--- config.mk ---
export PLATFORM = sky130hd
export DESIGN_NAME = crc8_frame_parser_top
export DESIGN_NICKNAME = d
export VERILOG_FILES = /design/src/hdl/crc8fp_pkg.sv /design/src/hdl/crc8_frame_parser_top.sv /design/src/hdl/crc8fp_ram.sv /design/src/hdl/crc8fp_parse.sv /design/src/hdl/crc8fp_out.sv
export SDC_FILE = /design/constraint.sdc
export NUM_CORES = 1
export LEC_CHECK = 0
export BUFFER_PORTS_ARGS = -buffer_cell sky130_fd_sc_hd__buf_2
export CORE_ASPECT_RATIO = 1.75
export CORE_MARGIN = 5
export CORE_UTILIZATION = 35
export CTS_CLUSTER_SIZE = 16
export DETAILED_ROUTE_END_ITERATION = 6
export PLACE_DENSITY_LB_ADDON = 0.08
export SYNTH_ARGS = -nofsm -noshare
export SYNTH_HDL_FRONTEND = slang
export SYNTH_SLANG_ARGS = --single-unit
--- constraint.sdc ---
create_clock -name clk -period 3.76 [get_ports clk]
set_input_delay 0.376 -clock clk [delete_from_list [all_inputs] [get_ports clk]]
set_output_delay 0.376 -clock clk [all_outputs]
set_load 0.005 [all_outputs]
--- src/hdl/crc8fp_pkg.sv ---
// Shared types, codes and the CRC-8 byte step for the frame parser.
package crc8fp_pkg;

	// Field widths fixed by the frame format
	localparam int LEN_W = 6;
	localparam logic [LEN_W-1:0] HDR_BYTES = 6'd4;

	// Header byte positions within the header
	localparam logic [1:0] HDR_SRC = 2'd0;
	localparam logic [1:0] HDR_TGT = 2'd1;
	localparam logic [1:0] HDR_CMD = 2'd2;

	localparam logic [7:0] CRC_POLY   = 8'h31;
	localparam logic [7:0] SYNC_RESET = 8'hAA;

	typedef enum logic [2:0] {
		PH_IDLE   = 3'd0,
		PH_HEADER = 3'd1,
		PH_DATA   = 3'd2,
		PH_CRC    = 3'd3,
		PH_ERROR  = 3'd4
	} phase_t;

	typedef enum logic [1:0] {
		ST_OK    = 2'd0,
		ST_FRAME = 2'd1,
		ST_ERR   = 2'd2,
		ST_DATA  = 2'd3
	} status_t;

	typedef enum logic {
		OP_FEED  = 1'b0,
		OP_CLEAR = 1'b1
	} op_t;

	typedef enum logic [1:0] {
		RO_RUN  = 2'd0,
		RO_REQ  = 2'd1,
		RO_WAIT = 2'd2
	} ro_state_t;

	// Result of one accepted request, as the parser produces it
	typedef struct packed {
		status_t          status;
		logic [7:0]       source_id;
		logic [7:0]       dest_id;
		logic [7:0]       command;
		logic [LEN_W-1:0] payload_len;
		logic             last;
	} hdr_t;

	// One item in the output register
	typedef struct packed {
		status_t          status;
		logic [7:0]       source_id;
		logic [7:0]       dest_id;
		logic [7:0]       command;
		logic [LEN_W-1:0] payload_len;
		logic [7:0]       data_byte;
		logic             last;
	} out_item_t;

	// CRC-8, MSB first, no reflection, one byte per call
	function automatic logic [7:0] crc8_step(input logic [7:0] crc, input logic [7:0] b);
		logic [7:0] c;
		c = crc ^ b;
		for (int i = 0; i < 8; i++) begin
			if (c[7]) begin
				c = {c[6:0], 1'b0} ^ CRC_POLY;
			end else begin
				c = {c[6:0], 1'b0};
			end
		end
		return c;
	endfunction

endpackage

--- src/hdl/crc8_frame_parser_top.sv ---
// Top level of the sync/header/length/CRC-8 frame parser.
//
//  channel  dir  signals                         contents
//  s_       in   s_tvalid s_tready s_tdata[7:0]  rx_byte; s_tuser[0] operation
//  m_       out  m_tvalid m_tready m_tdata[39:0] results; m_tuser status; m_tlast last
//  cfg_     in   cfg_valid cfg_ready cfg_data    sync_byte register write
//
//  Every accepted byte or clear request yields one result into the output register.
//  A good frame with a payload adds its payload readout: each byte is read from the payload RAM,
//  then loaded into the output register; no request is taken meanwhile.
//  Reset is asynchronous and active low; sync_byte resets to 0xAA, the RAM is not cleared.
//  A stalled output holds its item; s_tready drops until the output register can take more.
module crc8_frame_parser_top import crc8fp_pkg::*; #(
	parameter int MAX_PAYLOAD = 32
) (
	input  logic        clk,
	input  logic        arst_n,
	input  logic        s_tvalid,
	output logic        s_tready,
	input  logic [7:0]  s_tdata,   // [7:0] rx_byte
	input  logic [0:0]  s_tuser,   // [0] operation
	output logic        m_tvalid,
	input  logic        m_tready,
	output logic [39:0] m_tdata,   // [7:0] source_id, [15:8] dest_id, [23:16] command,
	                               // [29:24] payload_len, [37:30] data_byte, [39:38] zero
	output logic [1:0]  m_tuser,   // [1:0] status
	output logic        m_tlast,
	input  logic        cfg_valid,
	output logic        cfg_ready,
	input  logic [7:0]  cfg_data   // [7:0] sync_byte
);

	localparam int ADDR_W = (MAX_PAYLOAD > 1) ? $clog2(MAX_PAYLOAD) : 1;

	logic              accept;
	logic [7:0]        sync_q;
	hdr_t              res;
	logic              wr_en, rd_en;
	logic [ADDR_W-1:0] wr_addr, rd_addr;
	logic [7:0]        wr_data, rd_data;

	assign accept    = s_tvalid && s_tready;
	assign cfg_ready = 1'b1;

	// Sync byte register
	always_ff @(posedge clk or negedge arst_n) begin
		if (!arst_n) begin
			sync_q <= SYNC_RESET;
		end else if (cfg_valid && cfg_ready) begin
			sync_q <= cfg_data;
		end
	end

	crc8fp_parse #(
		.MAX_PAYLOAD(MAX_PAYLOAD),
		.ADDR_W(ADDR_W)
	) u_parse (
		.clk(clk),
		.arst_n(arst_n),
		.sync_byte(sync_q),
		.accept(accept),
		.operation(op_t'(s_tuser[0])),
		.rx_byte(s_tdata),
		.res(res),
		.wr_en(wr_en),
		.wr_addr(wr_addr),
		.wr_data(wr_data)
	);

	crc8fp_ram #(
		.WIDTH(8),
		.DEPTH(MAX_PAYLOAD),
		.ADDR_W(ADDR_W)
	) u_payload_ram (
		.clk(clk),
		.we(wr_en && accept),
		.waddr(wr_addr),
		.wdata(wr_data),
		.re(rd_en),
		.raddr(rd_addr),
		.rdata(rd_data)
	);

	crc8fp_out #(
		.ADDR_W(ADDR_W)
	) u_out (
		.clk(clk),
		.arst_n(arst_n),
		.hdr_load(accept),
		.hdr(res),
		.s_ready(s_tready),
		.rd_en(rd_en),
		.rd_addr(rd_addr),
		.rd_data(rd_data),
		.m_tvalid(m_tvalid),
		.m_tready(m_tready),
		.m_tdata(m_tdata),
		.m_tuser(m_tuser),
		.m_tlast(m_tlast)
	);

endmodule

--- src/hdl/crc8fp_ram.sv ---
// Generic single-write, single-read RAM with registered read data.
module crc8fp_ram #(
	parameter int WIDTH = 8,
	parameter int DEPTH = 32,
	parameter int ADDR_W = (DEPTH > 1) ? $clog2(DEPTH) : 1
) (
	input  logic              clk,
	input  logic              we,
	input  logic [ADDR_W-1:0] waddr,
	input  logic [WIDTH-1:0]  wdata,
	input  logic              re,
	input  logic [ADDR_W-1:0] raddr,
	output logic [WIDTH-1:0]  rdata
);

	logic [WIDTH-1:0] mem [DEPTH];

	// Write port
	always_ff @(posedge clk) begin
		if (we) begin
			mem[waddr] <= wdata;
		end
	end

	// Registered read port, holds between reads
	always_ff @(posedge clk) begin
		if (re) begin
			rdata <= mem[raddr];
		end
	end

endmodule

--- src/hdl/crc8fp_parse.sv ---
// Frame parser: phase machine, running CRC, header registers, payload writes.
module crc8fp_parse import crc8fp_pkg::*; #(
	parameter int MAX_PAYLOAD = 32,
	parameter int ADDR_W = 5
) (
	input  logic              clk,
	input  logic              arst_n,
	input  logic [7:0]        sync_byte,
	input  logic              accept,
	input  op_t               operation,
	input  logic [7:0]        rx_byte,
	output hdr_t              res,
	output logic              wr_en,
	output logic [ADDR_W-1:0] wr_addr,
	output logic [7:0]        wr_data
);

	phase_t           phase_q, phase_d;
	logic [LEN_W-1:0] fill_q, fill_d, fill_inc;
	logic [LEN_W-1:0] exp_q, exp_d;
	logic [7:0]       crc_q, crc_d, crc_next;
	logic [7:0]       src_q, tgt_q, cmd_q;
	logic             hdr_we;
	logic             len_over;

	assign fill_inc = fill_q + 6'd1;
	assign crc_next = crc8_step(crc_q, rx_byte);
	assign len_over = rx_byte > 8'(MAX_PAYLOAD);

	// Next phase
	always_comb begin
		phase_d = phase_q;
		if (accept) begin
			if (operation == OP_CLEAR) begin
				phase_d = PH_IDLE;
			end else begin
				case (phase_q)
					PH_IDLE: begin
						if (rx_byte == sync_byte) phase_d = PH_HEADER;
					end
					PH_HEADER: begin
						if (fill_inc >= HDR_BYTES) begin
							if (len_over) phase_d = PH_ERROR;
							else if (rx_byte == 8'd0) phase_d = PH_CRC;
							else phase_d = PH_DATA;
						end
					end
					PH_DATA: begin
						if (fill_inc >= exp_q) phase_d = PH_CRC;
					end
					PH_CRC: begin
						if (crc_q != rx_byte) phase_d = PH_ERROR;
						else phase_d = PH_IDLE;
					end
					default: phase_d = PH_ERROR;
				endcase
			end
		end
	end

	// Datapath updates, payload writes and the result of this request
	always_comb begin
		fill_d  = fill_q;
		exp_d   = exp_q;
		crc_d   = crc_q;
		hdr_we  = 1'b0;
		wr_en   = 1'b0;
		res     = '{status: ST_OK, source_id: 8'd0, dest_id: 8'd0, command: 8'd0,
			payload_len: '0, last: 1'b1};
		if (operation == OP_CLEAR) begin
			fill_d = '0;
			exp_d  = '0;
			crc_d  = '0;
		end else begin
			case (phase_q)
				PH_IDLE: begin
					if (rx_byte == sync_byte) begin
						fill_d = '0;
						crc_d  = '0;
					end
				end
				PH_HEADER: begin
					hdr_we = 1'b1;
					crc_d  = crc_next;
					fill_d = fill_inc;
					if (fill_inc >= HDR_BYTES) begin
						if (len_over) begin
							res.status = ST_ERR;
						end else begin
							exp_d  = rx_byte[LEN_W-1:0];
							fill_d = '0;
						end
					end
				end
				PH_DATA: begin
					wr_en  = fill_q < LEN_W'(MAX_PAYLOAD);
					crc_d  = crc_next;
					fill_d = fill_inc;
				end
				PH_CRC: begin
					if (crc_q != rx_byte) begin
						res.status = ST_ERR;
					end else begin
						fill_d          = '0;
						res.status      = ST_FRAME;
						res.source_id   = src_q;
						res.dest_id     = tgt_q;
						res.command     = cmd_q;
						res.payload_len = exp_q;
						res.last        = exp_q == '0;
					end
				end
				default: res.status = ST_ERR;
			endcase
		end
	end

	assign wr_addr = fill_q[ADDR_W-1:0];
	assign wr_data = rx_byte;

	// Control state, advanced on each accepted request
	always_ff @(posedge clk or negedge arst_n) begin
		if (!arst_n) begin
			phase_q <= PH_IDLE;
			fill_q  <= '0;
			exp_q   <= '0;
			crc_q   <= '0;
		end else begin
			phase_q <= phase_d;
			if (accept) begin
				fill_q <= fill_d;
				exp_q  <= exp_d;
				crc_q  <= crc_d;
			end
		end
	end

	// Header bytes, written at their position
	always_ff @(posedge clk) begin
		if (accept && hdr_we) begin
			case (fill_q[1:0])
				HDR_SRC: src_q <= rx_byte;
				HDR_TGT: tgt_q <= rx_byte;
				HDR_CMD: cmd_q <= rx_byte;
				default: ;
			endcase
		end
	end

	a_error_sticky: assert property (@(posedge clk) disable iff (!arst_n)
		phase_q == PH_ERROR && !(accept && operation == OP_CLEAR) |=> phase_q == PH_ERROR)
		else $error("error phase left without a clear");

	a_header_fill: assert property (@(posedge clk) disable iff (!arst_n)
		phase_q == PH_HEADER |-> fill_q < HDR_BYTES)
		else $error("header fill position out of range");

	a_data_fill: assert property (@(posedge clk) disable iff (!arst_n)
		phase_q == PH_DATA |-> fill_q < exp_q)
		else $error("payload fill position past expected length");

endmodule

--- src/hdl/crc8fp_out.sv ---
// Output register and payload readout sequencer over the payload RAM.
module crc8fp_out import crc8fp_pkg::*; #(
	parameter int ADDR_W = 5
) (
	input  logic              clk,
	input  logic              arst_n,
	input  logic              hdr_load,
	input  hdr_t              hdr,
	output logic              s_ready,
	output logic              rd_en,
	output logic [ADDR_W-1:0] rd_addr,
	input  logic [7:0]        rd_data,
	output logic              m_tvalid,
	input  logic              m_tready,
	output logic [39:0]       m_tdata,
	output logic [1:0]        m_tuser,
	output logic              m_tlast
);

	ro_state_t        ro_q, ro_d;
	logic             out_valid_q;
	out_item_t        out_q;
	logic [LEN_W-1:0] k_q, k_inc, len_q;
	logic             out_free;
	logic             data_load;
	logic             k_done;

	assign out_free = !out_valid_q || m_tready;
	assign k_inc    = k_q + 6'd1;
	assign k_done   = k_inc == len_q;

	// Next readout state
	always_comb begin
		ro_d = ro_q;
		case (ro_q)
			RO_RUN: begin
				if (hdr_load && hdr.status == ST_FRAME && hdr.payload_len != '0) ro_d = RO_REQ;
			end
			RO_REQ: ro_d = RO_WAIT;
			RO_WAIT: begin
				if (out_free) ro_d = k_done ? RO_RUN : RO_REQ;
			end
			default: ro_d = RO_RUN;
		endcase
	end

	// Readout controls
	always_comb begin
		s_ready   = (ro_q == RO_RUN) && out_free;
		rd_en     = ro_q == RO_REQ;
		data_load = (ro_q == RO_WAIT) && out_free;
	end

	assign rd_addr = k_q[ADDR_W-1:0];

	// Control state
	always_ff @(posedge clk or negedge arst_n) begin
		if (!arst_n) begin
			ro_q        <= RO_RUN;
			out_valid_q <= 1'b0;
			k_q         <= '0;
			len_q       <= '0;
		end else begin
			ro_q <= ro_d;
			if (hdr_load || data_load) out_valid_q <= 1'b1;
			else if (m_tready) out_valid_q <= 1'b0;
			if (hdr_load) begin
				k_q   <= '0;
				len_q <= hdr.payload_len;
			end else if (data_load) begin
				k_q <= k_inc;
			end
		end
	end

	// Output payload: parser result or one payload byte
	always_ff @(posedge clk) begin
		if (hdr_load) begin
			out_q <= '{status: hdr.status, source_id: hdr.source_id,
				dest_id: hdr.dest_id, command: hdr.command,
				payload_len: hdr.payload_len, data_byte: 8'd0, last: hdr.last};
		end else if (data_load) begin
			out_q <= '{status: ST_DATA, source_id: 8'd0, dest_id: 8'd0, command: 8'd0,
				payload_len: '0, data_byte: rd_data, last: k_done};
		end
	end

	assign m_tvalid = out_valid_q;
	assign m_tdata  = {2'b00, out_q.data_byte, out_q.payload_len, out_q.command,
		out_q.dest_id, out_q.source_id};
	assign m_tuser  = out_q.status;
	assign m_tlast  = out_q.last;

	a_count_bound: assert property (@(posedge clk) disable iff (!arst_n)
		ro_q != RO_RUN |-> k_q < len_q)
		else $error("readout index past payload length");

	a_readout_start: assert property (@(posedge clk) disable iff (!arst_n)
		hdr_load && hdr.status == ST_FRAME && hdr.payload_len != '0 |=> ro_q == RO_REQ)
		else $error("good frame did not start payload readout");

	a_readout_end: assert property (@(posedge clk) disable iff (!arst_n)
		data_load && k_done |=> ro_q == RO_RUN && m_tvalid && m_tlast)
		else $error("final payload byte not marked last");

endmodule
==> results.sh <==
export IMPL_antenna_found_initial=0
export IMPL_ctsResizeCount=0
export IMPL_ctsRootBufferMaster="clkbuf_16"
export IMPL_layout_nets=950
export IMPL_fin_area_um2=17380
export IMPL_dpl_hpwl_um=26100
export IMPL_max_freq_mhz=319.3
export IMPL_vias=7545
export IMPL_cts_tree="yes"
export IMPL_whs_path_depth=2
export IMPL_rr_startpoint="u_parse.phase_q[2]$_DFFE_PN0P_"
export IMPL_wirelength_um=37890
export IMPL_ant_nets=0
export IMPL_synth_seq_cells=375
export IMPL_final_setup_viol_count=0
export IMPL_drtIter0Drc=408
export IMPL_yosysSeqAreaShare_pct=72.76
export IMPL_worstSetupStartpointType="flop"
export IMPL_grt_pass1_wl_um=55860
export IMPL_leakagePower_nw=5.896
export IMPL_p_total_mw=9.136
export IMPL_yosys_top_cells_area="edfxtp_1, mux4_2, dfrtp_1, xnor2_1, and2_1"
export IMPL_layoutNonFillerInstCount=1504
export IMPL_die_area_um2=47430
export IMPL_multiInputGateArea_um2=3872
export IMPL_cp_max_fo=10
export IMPL_grt_max_degree=41
export IMPL_cts_sinks=375
export IMPL_final_setup_skew_ns=0.01617
export IMPL_worstHoldStart="cfg_data[5]"
export IMPL_clock_latency_ns=0.53
export IMPL_synth_top_family_by_area="multiplexers"
export IMPL_core_area_um2=42540
export IMPL_critPathCaptureType="flop"
export IMPL_grt_setup_unrepaired="false"
export IMPL_synth_edf_count=321
export IMPL_final_max_slew_viol_count=0
export IMPL_use_met3_pct=2.253
export IMPL_status="finished, final reports clean"
export IMPL_critPathRequiredTime_ns=3.91
export IMPL_powerDensity_nw_per_um2=525.7
export IMPL_synthAdderAreaFrac_pct=0.9141
export IMPL_hold_viol=0
export IMPL_place_area_um2=16160
export IMPL_io_pins=68
export IMPL_critPathKind="flop to flop"
export IMPL_routed_via_density=5.017
export IMPL_whs_ns=0.09268
export IMPL_fillers=3813
export IMPL_clkTransAtPathRegs_ns=0.06
export IMPL_final_common_cell="edfxtp_1"
export IMPL_first_global_vias=8125
export IMPL_drc_errors=0
export IMPL_crit_arrival_ns=3.28
export IMPL_routabilityCongestion=0.8427
export IMPL_met2_usage_pct=31.70
export IMPL_fin_crit_sh_pct=83.30
export IMPL_diodes=0
export IMPL_grt_usage_pct=15.96
export IMPL_synth_top_cell_by_area="edfxtp_1"
export IMPL_setup_tns_final_ns=0
export IMPL_dp_cells=1439
export IMPL_met1_usage_pct=17.29
export IMPL_busiest_layer="met2"
export IMPL_relSlewSlack_pct=44.57
export IMPL_initial_utilization_pct=35.39
export IMPL_muxShareOfSynthArea_pct=13.31
export IMPL_ff2ff_path_depth=4
export IMPL_ys_warn_count=0
export IMPL_synth_ff_type="edfxtp_1"
export IMPL_postCtsSetupRepairBufs=0
export IMPL_cts_buffer_depth=3
export IMPL_final_cell_mix="edfxtp_1, mux4_2, buf_2"
export IMPL_routedWlPerCell_um=25.19
export IMPL_synth_top_cell_area_share_pct=64.02
export IMPL_rows=100
export IMPL_area_delta_synth_final_pct=15.42
export IMPL_cts_inserted_buffers=36
export IMPL_min_to="sync_q[5]$_DFFE_PN1P_"
export IMPL_fp_dieW_um=166.8
export IMPL_dr_pass1_iters=4
export IMPL_timing_rr_end="u_payload_ram.mem[13][2]$_DFFE_PP_"
export IMPL_async_flop_share_pct=12.27
export IMPL_yosysUniqueCellTypes=54
export IMPL_maxCapViolations=0
export IMPL_syn_inst=820
export IMPL_syn_avg_cell_area_um2=18.36
export IMPL_peakVddDrop_mv=0.2829
export IMPL_synth_compound_area_share_pct=3.291
export IMPL_tightest_slew_ns=0.8297
export IMPL_synthXorXnorAreaFrac_pct=2.501
export IMPL_portBuffers=64
export IMPL_htreeDepth=2
export IMPL_layout_drive_gt1_share_pct=27.68
export IMPL_worstHoldPathType="primary input to flop"
export IMPL_period_minus_slack_ns=3.132
export IMPL_die_y_um=284.4
export IMPL_syn_area_um2=15060
export IMPL_seqCellArea_um2=10960
export IMPL_grt_overflow=0
export IMPL_synth_simple_area_share_pct=5.626
export IMPL_r2r_slack_ns=0.63
-- cell type report --
class / count / share of cell area [%]
Clock inverter: 20 / 1.389
Multi-Input combinational cell: 396 / 22.28
Inverter: 9 / 0.1944
Timing Repair Buffer: 99 / 3.441
Clock buffer: 44 / 5.587
Sequential cell: 375 / 63.07
Tap cell: 561 / 4.039
-- report_power, final --
group / internal (mW) / switching (mW)
clock: 2.19 / 1.53
sequential: 4.62 / 0.0844
combinational: 0.279 / 0.428
-- cell families (layout without fill, tap and decap cells) --
family                   after synthesis  after routing
flip-flops                           375            375
other                                  2              3
AND/OR/NAND/NOR                      170            170
multiplexers                          98             98
adder cells (fa/ha/maj)               11             11
buffers and inverters                 50            172
XOR/XNOR                              43             43
AO/OA/AOI/OAI                         71             71
-- cells in the mapped netlist (2+ instances only) --
library cell and number:
a211o_1 2, a211oi_1 3, a21o_1 12, a21oi_1 13
a22o_1 15, a31oi_1 2, and2_1 33, and3_1 7
buf_2 8, buf_4 3, buf_6 3, clkbuf_1 25
conb_1 2, dfrtp_1 42, dfstp_2 4, dfxtp_1 8
edfxtp_1 321, ha_1 11, inv_1 8, mux2_2 17
mux4_2 80, nand2_1 41, nand2b_1 2, nand3_1 8
nand3b_1 4, nand4_1 5, nor2_1 46, nor2b_1 3
nor3_1 7, nor3b_1 4, nor4_1 3, nor4b_1 2
o2111ai_1 2, o21ai_1 13, xnor2_1 30, xor2_1 13
-- state kept, by name, summed over array words and instances (netlist names) --
| signal | flops |
|---|---|
| u_parse.tgt_q | 8 |
| u_parse.exp_q | 6 |
| u_out.ro_q | 2 |
| u_out.m_tlast | 1 |
| u_out.m_tuser | 2 |
| u_payload_ram.rdata | 8 |
| sync_q | 8 |
| u_out.k_q | 6 |
| u_payload_ram.mem | 256 |
| u_parse.crc_q | 8 |
| u_parse.fill_q | 6 |
| u_out.m_tdata | 38 |
| u_parse.cmd_q | 8 |
| u_out.m_tvalid | 1 |
| u_parse.phase_q | 3 |
| u_out.len_q | 6 |
| u_parse.src_q | 8 |
-- metrics by stage --
stage	worst slack (ns)	utilization (%)
finish	0.6278	40.85
global route	0.5183	40.85
global placement	0.6665	37.98
detailed placement	0.6195	37.98
CTS	0.6231	40.85
floorplan	1.367	-
-- per-layer routing --
layer,share of wire [%],up-vias
met2,58,172
met3,3.3,50
met1,36,3936
met5,0,-
met4,2.5,0
li1,-,3387
-- worst max-delay path: stages (launching register included) --
cell and delay (ns):
dfrtp_1 0.48, or4b_1 0.66, nor3_1 0.40, nand2_1 0.49
nor2_1 0.72
-- worst max path at each step --
stage | start | end | slack, ns | cells past startpoint
3_3_place_gp | s_tuser | u_payload_ram.mem[25][3]$_DFFE_PP_ | 0.67 | 5
3_5_place_dp | s_tuser | u_payload_ram.mem[13][2]$_DFFE_PP_ | 0.62 | 5
5_1_grt | u_parse.phase_q[2]$_DFFE_PN0P_ | u_payload_ram.mem[13][6]$_DFFE_PP_ | 0.52 | 4
6_report | u_parse.phase_q[2]$_DFFE_PN0P_ | u_payload_ram.mem[13][2]$_DFFE_PP_ | 0.63 | 4
2_1_floorplan | u_parse.phase_q[2]$_DFFE_PN0P_ | u_payload_ram.mem[0][0]$_DFFE_PP_ | 1.37 | 5
4_1_cts | u_parse.phase_q[2]$_DFFE_PN0P_ | u_payload_ram.mem[13][3]$_DFFE_PP_ | 0.62 | 4
-- repair_timing --
action | 4_1_cts | 5_1_grt
hold endpoints to repair | 26 | 0
setup endpoints to repair | 0 | 0
hold buffers | 1 | 0
Note: power is estimated with default switching activity, not from simulation.
